## src/sv/pptsch_pkg.sv

```systemverilog
`timescale 1ns / 1ps
// Package for the priority periodic task scheduler.
// Holds the shared types, codes and defaults; depends on nothing.
package pptsch_pkg;

  localparam int MAX_TASKS_DEF  = 16;
  localparam int FIFO_DEPTH_DEF = 2;
  localparam int ID_W           = 8;
  localparam int PRIO_W         = 8;
  localparam int TIME_W         = 16;
  localparam int CMD_W          = 3;

  typedef enum logic [2:0] {
    OP_TICK    = 3'd0,
    OP_CREATE  = 3'd1,
    OP_SUSPEND = 3'd2,
    OP_RESUME  = 3'd3,
    OP_DELETE  = 3'd4,
    OP_NOP     = 3'd7
  } op_e;

  typedef enum logic [1:0] {
    STAT_OK       = 2'd0,
    STAT_FULL     = 2'd1,
    STAT_NOTFOUND = 2'd2
  } status_e;

  typedef enum logic [1:0] {
    S_IDLE,
    S_WALK,
    S_FINISH
  } sched_state_e;

  typedef struct packed {
    op_e               op;
    logic [ID_W-1:0]   target;
    logic [PRIO_W-1:0] prio;
    logic [TIME_W-1:0] period;
    logic [TIME_W-1:0] first_delay;
  } cmd_t;

  typedef struct packed {
    status_e         status;
    logic            run_valid;
    logic [ID_W-1:0] id;
  } result_t;

  typedef struct packed {
    logic              ready;
    logic [ID_W-1:0]   id;
    logic [PRIO_W-1:0] prio;
    logic [TIME_W-1:0] period;
    logic [TIME_W-1:0] delay;
  } entry_t;

  function automatic op_e decode_cmd(input logic [CMD_W-1:0] code);
    op_e op;
    case (code)
      3'd0:    op = OP_TICK;
      3'd1:    op = OP_CREATE;
      3'd2:    op = OP_SUSPEND;
      3'd3:    op = OP_RESUME;
      3'd4:    op = OP_DELETE;
      default: op = OP_NOP;
    endcase
    return op;
  endfunction

endpackage

```

## src/sv/pptsch_fifo.sv

```systemverilog
`timescale 1ns / 1ps
// Small register FIFO used for the command and result queues.
// Standalone; no package dependency.
module pptsch_fifo #(
  parameter int WIDTH = 8,
  parameter int DEPTH = 2
) (
  input  logic             clk_i,
  input  logic             rst_ni,
  input  logic             wr_valid_i,
  output logic             wr_full_o,
  input  logic [WIDTH-1:0] wr_data_i,
  output logic             rd_empty_o,
  input  logic             rd_pop_i,
  output logic [WIDTH-1:0] rd_data_o
);

  localparam int PW = (DEPTH > 1) ? $clog2(DEPTH) : 1;
  localparam int CW = $clog2(DEPTH + 1);

  logic [WIDTH-1:0] mem_q [DEPTH];
  logic [PW-1:0]    wptr_q, wptr_d, rptr_q, rptr_d;
  logic [CW-1:0]    cnt_q, cnt_d;
  logic             do_wr, do_rd;

  assign wr_full_o  = (cnt_q == CW'(DEPTH));
  assign rd_empty_o = (cnt_q == '0);
  assign do_wr      = wr_valid_i && !wr_full_o;
  assign do_rd      = rd_pop_i && !rd_empty_o;
  assign rd_data_o  = mem_q[rptr_q];

  always_comb begin
    wptr_d = wptr_q;
    rptr_d = rptr_q;
    cnt_d  = cnt_q;
    if (do_wr) begin
      wptr_d = (wptr_q == PW'(DEPTH - 1)) ? '0 : wptr_q + 1'b1;
    end
    if (do_rd) begin
      rptr_d = (rptr_q == PW'(DEPTH - 1)) ? '0 : rptr_q + 1'b1;
    end
    if (do_wr && !do_rd) begin
      cnt_d = cnt_q + 1'b1;
    end else if (do_rd && !do_wr) begin
      cnt_d = cnt_q - 1'b1;
    end
  end

  always_ff @(posedge clk_i or negedge rst_ni) begin
    if (!rst_ni) begin
      wptr_q <= '0;
      rptr_q <= '0;
      cnt_q  <= '0;
    end else begin
      wptr_q <= wptr_d;
      rptr_q <= rptr_d;
      cnt_q  <= cnt_d;
    end
  end

  always_ff @(posedge clk_i) begin
    if (do_wr) begin
      mem_q[wptr_q] <= wr_data_i;
    end
  end

endmodule

```

## src/sv/pptsch_front.sv

```systemverilog
`timescale 1ns / 1ps
// Front end: decodes incoming command words and queues them for the engine.
// Depends on pptsch_pkg and pptsch_fifo.
module pptsch_front #(
  parameter int FIFO_DEPTH = pptsch_pkg::FIFO_DEPTH_DEF
) (
  input  logic                            clk_i,
  input  logic                            rst_ni,
  input  logic                            push,
  output logic                            full,
  input  logic [pptsch_pkg::CMD_W-1:0]    command_i,
  input  logic [pptsch_pkg::ID_W-1:0]     target_id_i,
  input  logic [pptsch_pkg::PRIO_W-1:0]   new_priority_i,
  input  logic [pptsch_pkg::TIME_W-1:0]   new_period_i,
  input  logic [pptsch_pkg::TIME_W-1:0]   new_first_delay_i,
  output logic                            cmd_valid_o,
  input  logic                            cmd_pop_i,
  output pptsch_pkg::cmd_t                cmd_o
);

  pptsch_pkg::cmd_t cmd_in;
  logic             cmd_empty;

  always_comb begin
    cmd_in.op          = pptsch_pkg::decode_cmd(command_i);
    cmd_in.target      = target_id_i;
    cmd_in.prio        = new_priority_i;
    cmd_in.period      = new_period_i;
    cmd_in.first_delay = new_first_delay_i;
  end

  pptsch_fifo #(
    .WIDTH($bits(pptsch_pkg::cmd_t)),
    .DEPTH(FIFO_DEPTH)
  ) u_cmd_fifo (
    .clk_i      (clk_i),
    .rst_ni     (rst_ni),
    .wr_valid_i (push),
    .wr_full_o  (full),
    .wr_data_i  (cmd_in),
    .rd_empty_o (cmd_empty),
    .rd_pop_i   (cmd_pop_i),
    .rd_data_o  (cmd_o)
  );

  assign cmd_valid_o = !cmd_empty;

endmodule

```

## src/sv/pptsch_engine.sv

```systemverilog
`timescale 1ns / 1ps
// Back end: executes one command at a time by walking the task memory.
// Depends on pptsch_pkg.
module pptsch_engine #(
  parameter int MAX_TASKS = pptsch_pkg::MAX_TASKS_DEF
) (
  input  logic                clk_i,
  input  logic                rst_ni,
  input  logic                cmd_valid_i,
  output logic                cmd_pop_o,
  input  pptsch_pkg::cmd_t    cmd_i,
  input  logic                res_full_i,
  output logic                res_push_o,
  output pptsch_pkg::result_t res_o
);

  localparam int IW = (MAX_TASKS > 1) ? $clog2(MAX_TASKS) : 1;
  localparam int CW = $clog2(MAX_TASKS + 1);
  localparam int NW = pptsch_pkg::ID_W + 1;

  pptsch_pkg::entry_t mem [MAX_TASKS];

  pptsch_pkg::sched_state_e          state_q, state_d;
  pptsch_pkg::cmd_t                  cmd_q, cmd_d;
  pptsch_pkg::result_t               res_q, res_d;
  pptsch_pkg::entry_t                rdata_q, wr_data;
  logic                              rvalid_q;
  logic [CW-1:0]                     iss_q, iss_d;
  logic                              proc_v_q, proc_v_d;
  logic [IW-1:0]                     proc_idx_q, proc_idx_d;
  logic                              best_found_q, best_found_d;
  logic [IW-1:0]                     best_idx_q, best_idx_d;
  logic [pptsch_pkg::PRIO_W-1:0]     best_pri_q, best_pri_d;
  logic [pptsch_pkg::ID_W-1:0]       best_id_q, best_id_d;
  logic [pptsch_pkg::TIME_W-1:0]     best_per_q, best_per_d;
  logic [NW-1:0]                     next_id_q, next_id_d;
  logic [MAX_TASKS-1:0]              valid_q, valid_d;
  logic                              rd_en, we;
  logic [IW-1:0]                     rd_addr, wr_addr;

  always_comb begin
    pptsch_pkg::entry_t e;
    logic               better;
    e            = rdata_q;
    better       = 1'b0;
    state_d      = state_q;
    cmd_d        = cmd_q;
    res_d        = res_q;
    iss_d        = iss_q;
    proc_v_d     = 1'b0;
    proc_idx_d   = proc_idx_q;
    best_found_d = best_found_q;
    best_idx_d   = best_idx_q;
    best_pri_d   = best_pri_q;
    best_id_d    = best_id_q;
    best_per_d   = best_per_q;
    next_id_d    = next_id_q;
    valid_d      = valid_q;
    rd_en        = 1'b0;
    rd_addr      = iss_q[IW-1:0];
    we           = 1'b0;
    wr_addr      = proc_idx_q;
    wr_data      = rdata_q;
    cmd_pop_o    = 1'b0;
    res_push_o   = 1'b0;
    case (state_q)
      pptsch_pkg::S_IDLE: begin
        if (cmd_valid_i) begin
          cmd_pop_o     = 1'b1;
          cmd_d         = cmd_i;
          iss_d         = '0;
          best_found_d  = 1'b0;
          res_d.status    = pptsch_pkg::STAT_OK;
          res_d.run_valid = 1'b0;
          res_d.id        = '0;
          case (cmd_i.op)
            pptsch_pkg::OP_TICK: begin
              state_d = pptsch_pkg::S_WALK;
            end
            pptsch_pkg::OP_CREATE: begin
              if (next_id_q[NW-1]) begin
                res_d.status = pptsch_pkg::STAT_FULL;
                state_d      = pptsch_pkg::S_FINISH;
              end else begin
                state_d = pptsch_pkg::S_WALK;
              end
            end
            pptsch_pkg::OP_SUSPEND, pptsch_pkg::OP_RESUME, pptsch_pkg::OP_DELETE: begin
              if ({1'b0, cmd_i.target} >= next_id_q) begin
                res_d.status = pptsch_pkg::STAT_NOTFOUND;
                state_d      = pptsch_pkg::S_FINISH;
              end else begin
                state_d = pptsch_pkg::S_WALK;
              end
            end
            default: begin
              state_d = pptsch_pkg::S_FINISH;
            end
          endcase
        end
      end
      pptsch_pkg::S_WALK: begin
        if (iss_q < CW'(MAX_TASKS)) begin
          rd_en      = 1'b1;
          proc_v_d   = 1'b1;
          proc_idx_d = iss_q[IW-1:0];
          iss_d      = iss_q + 1'b1;
        end
        if (proc_v_q) begin
          case (cmd_q.op)
            pptsch_pkg::OP_TICK: begin
              better = !best_found_q || (e.prio > best_pri_q) ||
                       ((e.prio == best_pri_q) && (e.id > best_id_q));
              if (rvalid_q && e.ready && (e.delay == '0) && better) begin
                best_found_d = 1'b1;
                best_idx_d   = proc_idx_q;
                best_pri_d   = e.prio;
                best_id_d    = e.id;
                best_per_d   = e.period;
              end
              if (rvalid_q && e.ready && (e.delay != '0)) begin
                we            = 1'b1;
                wr_data       = e;
                wr_data.delay = e.delay - 1'b1;
              end
            end
            pptsch_pkg::OP_CREATE: begin
              if (!rvalid_q) begin
                we                  = 1'b1;
                wr_data.ready       = 1'b1;
                wr_data.id          = next_id_q[pptsch_pkg::ID_W-1:0];
                wr_data.prio        = cmd_q.prio;
                wr_data.period      = cmd_q.period;
                wr_data.delay       = cmd_q.first_delay;
                valid_d[proc_idx_q] = 1'b1;
                res_d.id            = next_id_q[pptsch_pkg::ID_W-1:0];
                next_id_d           = next_id_q + 1'b1;
                state_d             = pptsch_pkg::S_FINISH;
              end
            end
            pptsch_pkg::OP_SUSPEND, pptsch_pkg::OP_RESUME, pptsch_pkg::OP_DELETE: begin
              if (rvalid_q && (e.id == cmd_q.target)) begin
                if (cmd_q.op == pptsch_pkg::OP_DELETE) begin
                  valid_d[proc_idx_q] = 1'b0;
                end else begin
                  we            = 1'b1;
                  wr_data       = e;
                  wr_data.ready = (cmd_q.op == pptsch_pkg::OP_RESUME);
                end
                state_d = pptsch_pkg::S_FINISH;
              end
            end
            default: begin
              state_d = pptsch_pkg::S_FINISH;
            end
          endcase
        end else if (iss_q == CW'(MAX_TASKS)) begin
          case (cmd_q.op)
            pptsch_pkg::OP_TICK: begin
              if (best_found_q) begin
                res_d.run_valid = 1'b1;
                res_d.id        = best_id_q;
              end
            end
            pptsch_pkg::OP_CREATE: begin
              res_d.status = pptsch_pkg::STAT_FULL;
            end
            default: begin
              res_d.status = pptsch_pkg::STAT_NOTFOUND;
            end
          endcase
          state_d = pptsch_pkg::S_FINISH;
        end
      end
      pptsch_pkg::S_FINISH: begin
        if (!res_full_i) begin
          res_push_o = 1'b1;
          state_d    = pptsch_pkg::S_IDLE;
          if ((cmd_q.op == pptsch_pkg::OP_TICK) && best_found_q) begin
            we             = 1'b1;
            wr_addr        = best_idx_q;
            wr_data.ready  = 1'b1;
            wr_data.id     = best_id_q;
            wr_data.prio   = best_pri_q;
            wr_data.period = best_per_q;
            wr_data.delay  = (best_per_q == '0) ? '0 : best_per_q - 1'b1;
          end
        end
      end
      default: begin
        state_d = pptsch_pkg::S_IDLE;
      end
    endcase
  end

  assign res_o = res_q;

  always_ff @(posedge clk_i or negedge rst_ni) begin
    if (!rst_ni) begin
      state_q   <= pptsch_pkg::S_IDLE;
      proc_v_q  <= 1'b0;
      next_id_q <= '0;
      valid_q   <= '0;
    end else begin
      state_q   <= state_d;
      proc_v_q  <= proc_v_d;
      next_id_q <= next_id_d;
      valid_q   <= valid_d;
    end
  end

  always_ff @(posedge clk_i) begin
    cmd_q        <= cmd_d;
    res_q        <= res_d;
    iss_q        <= iss_d;
    proc_idx_q   <= proc_idx_d;
    best_found_q <= best_found_d;
    best_idx_q   <= best_idx_d;
    best_pri_q   <= best_pri_d;
    best_id_q    <= best_id_d;
    best_per_q   <= best_per_d;
  end

  always_ff @(posedge clk_i) begin
    if (rd_en) begin
      rdata_q  <= mem[rd_addr];
      rvalid_q <= valid_q[rd_addr];
    end
  end

  always_ff @(posedge clk_i) begin
    if (we) begin
      mem[wr_addr] <= wr_data;
    end
  end

endmodule

```

## src/sv/priority_periodic_task_scheduler_top.sv

```systemverilog
`timescale 1ns / 1ps
// Each command word enters a small queue and is then executed by the engine,
// which walks the task memory through its single read port, one entry per
// cycle. A word reaches the engine once the queue has registered it. A tick,
// and a create, suspend, resume or delete that finds no match, walks all
// MAX_TASKS entries; a create or lookup that matches at entry k stops there;
// rejected or unknown commands skip the walk. Results are queued on the output
// side, so up to FIFO_DEPTH waiting results do not stop new commands.

// Top level of the priority periodic task scheduler.
// Depends on pptsch_pkg, pptsch_fifo, pptsch_front and pptsch_engine.
module priority_periodic_task_scheduler_top #(
  parameter int MAX_TASKS  = pptsch_pkg::MAX_TASKS_DEF,
  parameter int FIFO_DEPTH = pptsch_pkg::FIFO_DEPTH_DEF
) (
  input  logic                          clk_i,
  input  logic                          rst_ni,
  input  logic                          push,
  output logic                          full,
  input  logic [pptsch_pkg::CMD_W-1:0]  command_i,
  input  logic [pptsch_pkg::ID_W-1:0]   target_id_i,
  input  logic [pptsch_pkg::PRIO_W-1:0] new_priority_i,
  input  logic [pptsch_pkg::TIME_W-1:0] new_period_i,
  input  logic [pptsch_pkg::TIME_W-1:0] new_first_delay_i,
  output logic                          empty,
  input  logic                          pop,
  output logic [1:0]                    status_o,
  output logic                          run_valid_o,
  output logic [pptsch_pkg::ID_W-1:0]   result_id_o
);

  logic                cmd_valid, cmd_pop, res_push, res_full;
  pptsch_pkg::cmd_t    cmd;
  pptsch_pkg::result_t res_in, res_out;

  pptsch_front #(
    .FIFO_DEPTH(FIFO_DEPTH)
  ) u_front (
    .clk_i             (clk_i),
    .rst_ni            (rst_ni),
    .push              (push),
    .full              (full),
    .command_i         (command_i),
    .target_id_i       (target_id_i),
    .new_priority_i    (new_priority_i),
    .new_period_i      (new_period_i),
    .new_first_delay_i (new_first_delay_i),
    .cmd_valid_o       (cmd_valid),
    .cmd_pop_i         (cmd_pop),
    .cmd_o             (cmd)
  );

  pptsch_engine #(
    .MAX_TASKS(MAX_TASKS)
  ) u_engine (
    .clk_i       (clk_i),
    .rst_ni      (rst_ni),
    .cmd_valid_i (cmd_valid),
    .cmd_pop_o   (cmd_pop),
    .cmd_i       (cmd),
    .res_full_i  (res_full),
    .res_push_o  (res_push),
    .res_o       (res_in)
  );

  pptsch_fifo #(
    .WIDTH($bits(pptsch_pkg::result_t)),
    .DEPTH(FIFO_DEPTH)
  ) u_res_fifo (
    .clk_i      (clk_i),
    .rst_ni     (rst_ni),
    .wr_valid_i (res_push),
    .wr_full_o  (res_full),
    .wr_data_i  (res_in),
    .rd_empty_o (empty),
    .rd_pop_i   (pop),
    .rd_data_o  (res_out)
  );

  assign status_o    = res_out.status;
  assign run_valid_o = res_out.run_valid;
  assign result_id_o = res_out.id;

`ifndef SYNTHESIS
  a_no_push_when_full: assert property (@(posedge clk_i) disable iff (!rst_ni)
    !(res_push && res_full))
    else $error("engine pushed a result into a full result queue");

  a_pop_needs_cmd: assert property (@(posedge clk_i) disable iff (!rst_ni)
    cmd_pop |-> cmd_valid)
    else $error("engine took a command from an empty command queue");

  a_run_is_ok: assert property (@(posedge clk_i) disable iff (!rst_ni)
    (!empty && run_valid_o) |-> (res_out.status == pptsch_pkg::STAT_OK))
    else $error("a result that runs a task carries a failure status");

  a_one_result_per_cmd: assert property (@(posedge clk_i) disable iff (!rst_ni)
    cmd_pop |-> !res_push)
    else $error("a result was produced in the same cycle as a command was taken");
`endif

endmodule

```

## config.mk

```make
export PLATFORM = sky130hd
export DESIGN_NAME = priority_periodic_task_scheduler_top
export DESIGN_NICKNAME = d
export VERILOG_FILES = /design/src/sv/pptsch_pkg.sv /design/src/sv/pptsch_fifo.sv /design/src/sv/pptsch_front.sv /design/src/sv/pptsch_engine.sv /design/src/sv/priority_periodic_task_scheduler_top.sv
export SDC_FILE = /design/constraint.sdc
export NUM_CORES = 1
export LEC_CHECK = 0
export BUFFER_PORTS_ARGS = -buffer_cell sky130_fd_sc_hd__clkbuf_2
export CAP_MARGIN = 20
export CORE_ASPECT_RATIO = 2
export CORE_MARGIN = 2
export CORE_UTILIZATION = 55
export CTS_CLUSTER_SIZE = 24
export DETAILED_ROUTE_END_ITERATION = 12
export PLACE_DENSITY = 0.71
export SETUP_SLACK_MARGIN = 0.1
export SYNTH_ARGS = -nofsm -noshare
export SYNTH_HDL_FRONTEND = slang
export SYNTH_SLANG_ARGS = --single-unit
```

## constraint.sdc

```tcl
create_clock -name clk_i -period 12.4 [get_ports clk_i]
set_input_delay 0.62 -clock clk_i [delete_from_list [all_inputs] [get_ports clk_i]]
set_output_delay 0.62 -clock clk_i [all_outputs]
set_load 0.005 [all_outputs]
```

# Yosys cells after proc, flatten, opt, wreduce, memory -nomap -nowiden
# Memories as Yosys holds them, arrays and structs flattened. A register that Yosys moved wholly into a read port is not among the register bits.
# Index checks and enable logic that the tools add are counted.
# W data, S select, Z words.
# word_totals
register_bits	145
mem_bits_rw	908
inputBits	55
output_inout_bits	13
wordCells	229
n_memories	3
# op_classes
add_sub_neg	12
n_lt_le_gt_ge	7
eq_ne	40
muxes	83
bitwise_logic	5
n_reduce_logical	53
# mem_list
memory	depth	word_bits	rd	rd_ports_with_merged_regs	wr	line	text
u_engine.mem	16	49	1	1	1	pptsch_engine.sv:21	pptsch_pkg::entry_t mem [MAX_TASKS];
u_front.u_cmd_fifo.mem_q	2	51	1	0	1	pptsch_fifo.sv:21	logic [WIDTH-1:0] mem_q [DEPTH];
u_res_fifo.mem_q	2	11	1	0	1	pptsch_fifo.sv:21	
# ops
cell	count
$mux W49	6
$pmux W49 S3	1
$pmux W49 S2	1
$mux W16	5
$logic_not A16 Y1	2
$pmux W16 S2	1
$sub A16 B1 Y16 const B	2
$mux W1	30
$mux W2	13
$mux W8	3
$mux W11	2
$pmux W11 S2	1
$eq A3 B2 Y1 const B	6
$mux W9	2
$pmux W2 S3	3
$reduce_and A6 Y1	3
$and A16 B16 Y16	1
$eq A8 B8 Y1	2
$gt A8 B8 Y1	2
$logic_and A1 B1 Y1	16
$ne A2 B1 Y1 const B	8
$not A16 Y16	1
$or A16 B16 Y16	1
$reduce_bool A16 Y1	1
other kinds (40)	87

# Depth between registers and ports, before layout
# depth
word_depth	9
mapped_depth	11
mapped_depth_nobuf	8

# Modules after synthesis
# A second synthesis with hierarchy kept.
# hier_totals
hier_cells	2146
hier_area_um2	43833.3
# modules_own_cells
module	instances	cells_per_inst	area_each_um2	seq_area_each_um2
pptsch_engine	1	1911	38679.6	28987.8
pptsch_fifo (u_front.u_cmd_fifo)	1	178	4129.0	3163.0
pptsch_fifo (u_res_fifo)	1	53	1002.2	760.7
pptsch_front	1	4	22.5	0.0

# Least setup slack after synthesis
# Ideal clock, no wire load.
# synth_timing
kind	register to register
from	reg u_engine.cmd_q[50] in the netlist's numbering
to	mem u_engine.mem[10][0] in the netlist's numbering (enable)
setup_ps	516
arrival_ps	5247
required_ps	11884
path_slack_ps	6637
stages_incl_launch_ff	10
path_buffers	3
period_less_slack_ps	5763
path_cell_list	edfxtp_1 -> buf_2 -> or3_1 -> clkbuf_1 -> nor2_1 -> o211ai_2 -> o311ai_0 -> nand2_1 -> buf_4 -> nor3_1
# synth_via
elab_chain_cells	8
word_cells_on_any_way	19
classes_between	4 x eq/ne; 12 x mux; 3 x reduce/logical
# synth_lines
element	line	text
from (decl)	pptsch_engine.sv:24	pptsch_pkg::cmd_t cmd_q, cmd_d;
from (signal assigned)	pptsch_engine.sv:213	cmd_q <= cmd_d;
$eq A3 B3 Y1	pptsch_engine.sv:110, pptsch_engine.sv:143	
$mux W1	pptsch_engine.sv:143	if (cmd_q.op == pptsch_pkg::OP_DELETE) begin
$mux W1	pptsch_engine.sv:142	if (rvalid_q && (e.id == cmd_q.target)) begin
$pmux W1 S3	pptsch_engine.sv:110	case (cmd_q.op)
$mux W1	pptsch_engine.sv:109	if (proc_v_q) begin
$pmux W1 S2	pptsch_engine.sv:66	case (state_q)
$mux W1	pptsch_engine.sv:232	if (we) begin
$mux W1 (not written as such)	pptsch_engine.sv:233	mem[wr_addr] <= wr_data;
to (decl)	pptsch_engine.sv:21	
# Parallel ways exist; a longest one is shown, timed or not.

# Worst setup path in the final report
# layout_timing
from	reg u_engine.cmd_q[50] in the netlist's numbering
to	mem u_engine.mem[10][13] in the netlist's numbering (enable)
# Same word-level chain as after synthesis.

==> flow_summary.json <==
{
  "cts_htree_levels": 3,
  "power.density_nw_per_um2": 221,
  "synth_edf_count": 1066,
  "viasPerCell": 6.41,
  "p_comb_frac": 0.248,
  "synthCells": 2104,
  "antenna-diode-count": 0,
  "synth_nets": 2195,
  "max_stage_delay_ps": 810,
  "slew_violations": 0,
  "async_flop_share": 0.0327,
  "die_w_um": 203,
  "leakagePower_nw": 15.4,
  "setup_viol": 0,
  "ys.flop_type": "edfxtp_1",
  "end_kind": "flop",
  "gp_congestion": 0.885,
  "synth_area_leader_cell": "edfxtp_1",
  "yosysSeqAreaShare": 0.757,
  "drive_gt1_frac": 0.262,
  "dp_hpwl_um": 58200,
  "relSlewSlack": 0.276,
  "vdd_drop_max_mv": 0.126,
  "drtAntennaViolNets": 0,
  "yosysUniqueCellTypes": 71,
  "cp.arrival_ps": 4750,
  "path_class": "reg -> reg",
  "worst-path-max-fanout": 49,
  "n_fill_cell": 5345,
  "seqPwrFrac": 0.481,
  "cts.path.max_buffers": 3,
  "fin_nets": 2306,
  "ys_top_cells_by_area": "edfxtp_1 (74%), mux4_2 (13%), dfrtp_1 (2.1%)",
  "antenna_found_initial": 0,
  "fin_crit_sh": 0.360,
  "root_buffer": "clkbuf_16",
  "cts_tree": "done",
  "swShare": 0.286,
  "tightest_slew_ps": 1090,
  "final-hold-violation-count": 0,
  "min_period_ps": 4470,
  "synth.avg_cell_area_um2": 20.7,
  "cts-buffers-inserted": 90,
  "synth-seq-cells": 1102,
  "tns_ps": 0,
  "grt_max_degree": 71,
  "wire_per_inst_um": 29.9,
  "cp_slowest_cell": "buf_4",
  "required_ps": 12680,
  "min_path_type": "in -> reg",
  "drtIter0Drc": 2156,
  "cts_sinks": 1102,
  "grt_use_total": 0.250,
  "layout_common_cells": "edfxtp_1 (1066), mux4_2 (250), clkbuf_16 (92), inv_1 (74), clkbuf_2 (67)",
  "grt_pass1_vias": 22700,
  "maxCapViolCount": 0,
  "p_sw_mw": 3.05,
  "final_common_cell": "edfxtp_1",
  "fp-row-count": 145,
  "dieHeight_um": 401,
  "status": "completed",
  "drc": 0,
  "first_pass_iters": 9,
  "crit_top_cell": "nor3_2",
  "ios": 68,
  "ys_warn_count": 0,
  "start_util": 0.556,
  "area_growth_syn_to_layout_pct": 10.8,
  "final_core_util": 0.616,
  "clock_latency_ps": 680,
  "ctsResizeCount": 0,
  "intPower_mw": 7.61,
  "die-area_um2": 81400,
  "finClkSkew_ps": 24.0,
  "clock.fmax_mhz": 224,
  "coreArea_um2": 78200,
  "vias": 21300,
  "postCtsSetupRepairBufs": 0,
  "grt_pass1_wl_um": 146000,
  "cp_cell_sequence": "nor3_2, nand4_1, nor2b_1, o311ai_0, nand2_1, nor3_2, buf_4",
  "yosysTopAreaCellShare": 0.737,
  "clkTransAtPathRegs_ps": 70,
  "overflow": 0,
  "clkPwrFrac": 0.271,
  "wirelength_um": 99300,
  "rsz0062_at_grt": "no",
  "numPortBuffers": 67,
  "syn_area_um2": 43400,
  "startpoint_type": "flop"
}
metrics by stage:
stage / hold WS, ps / cells / worst slack (ps) / power (mW) / instance area (um2)
3_3_place_gp: 426 / 3150 / 8170 / 7.76 / 45100
4_1_cts: 79.0 / 3320 / 7970 / 10.8 / 48100
3_5_place_dp: 436 / 3151 / 8020 / 7.86 / 45200
6_report: 133 / 3320 / 7930 / 10.7 / 48100
5_1_grt: 109 / 3320 / 7730 / 11.1 / 48100
2_1_floorplan: 324 / 2104 / 6640 / 7.01 / 43400
cell usage after synthesis, types with 4 or more instances:
cell type and instances:
nand2b_1 5, dfrtp_1 36, nor4b_1 5, or4_1 5, and3_1 6, edfxtp_1 1066, mux2i_1 11, nor3b_1 7
mux4_2 250, nand4_1 15, buf_2 9, nor4_1 7, nor2b_1 12, xor2_1 12, o2111ai_1 4, a222oi_1 32
o21ai_0 53, nand3_1 16, buf_1 21, inv_1 75, o211ai_1 6, a22o_1 5, xnor2_1 30, a21o_1 5
ha_1 36, a31oi_1 6, clkbuf_1 62, o31ai_1 4, a22oi_1 6, a21oi_1 28, nand2_1 44, mux2_2 66
or3_1 10, nor2_1 51, nor3_1 43
kinds of logic after synthesis:
group / synth area share
DFF: 0.757
muxes: 0.149
and+or+nand+nor: 0.0289
AOI/OAI and AO/OA: 0.0305
buffers and inverters: 0.0151
xor gates and xnor gates: 0.00847
adders and majority gates: 0.0104
state kept, by name, summed over array words and instances, names as in the netlist, 5 cells and up, named ones only:
signal	cells
u_engine.best_id_q	8
u_engine.cmd_q	51
u_engine.mem	784
u_front.u_cmd_fifo.mem_q	102
u_engine.best_pri_q	8
u_engine.res_o	11
u_engine.rdata_q	49
u_engine.next_id_q	9
u_engine.best_per_q	16
u_res_fifo.mem_q	22
u_engine.iss_q	5
final timing paths:
check | endpoint | cells past startpoint | from | slack [ps]
hold reg to reg | u_res_fifo.mem_q[0][1] | 0 | u_engine.res_o[1] | 450
min in group asynchronous | u_engine.next_id_q[3] | 3 | rst_ni | 550
setup reg to reg | u_engine.mem[10][13] | 7 | u_engine.cmd_q[50] | 7930
max in group asynchronous | u_res_fifo.cnt_q[0] | 3 | rst_ni | 11450
hold / removal | u_front.u_cmd_fifo.mem_q[0][38] | 1 | new_priority_i[6] | 130
setup / recovery | u_engine.mem[10][13] | 7 | u_engine.cmd_q[50] | 7930
critical path, delay by kind of cell, from the launching register on:
family | cells | cell delay [ps]
simple gates | 5 | 2590
buf+inv | 1 | 810
compound gates | 1 | 100
flops | 1 | 540
layout make-up:
type	instances	area, um2	area share
multi-input combinational	832	10000	0.208
sequential	1102	32900	0.684
clock buffer	112	2380	0.0494
timing repair buffer	113	683	0.0142
clock inverter	56	606	0.0126
tap	1029	1290	0.0267
inverter	76	285	0.00592
metal layers:
metal,routed length [um],vias to the layer above,global-route usage
li1,-,8948,-
met5,0,-,0
met2,55800,868,0.464
met4,4020,0,0.105
met1,34000,11200,0.287
met3,5510,231,0.0347
power by group through the flow:
stage               Combinational [mW]  Clock (mW)  Sequential [mW]
finish                            2.64        2.89             5.13
floorplan                         1.94           0             5.08
detailed placement                2.66           0             5.20
CTS                               2.68        2.95             5.13
global route                      2.84        3.08             5.15
global placement                  2.56           0             5.19
timing repair:
action	4_1_cts	5_1_grt
setup endpoints to repair	0	0
hold buffers	1	0
hold endpoints to repair	33	0
Power figures use the tool's default switching activity.
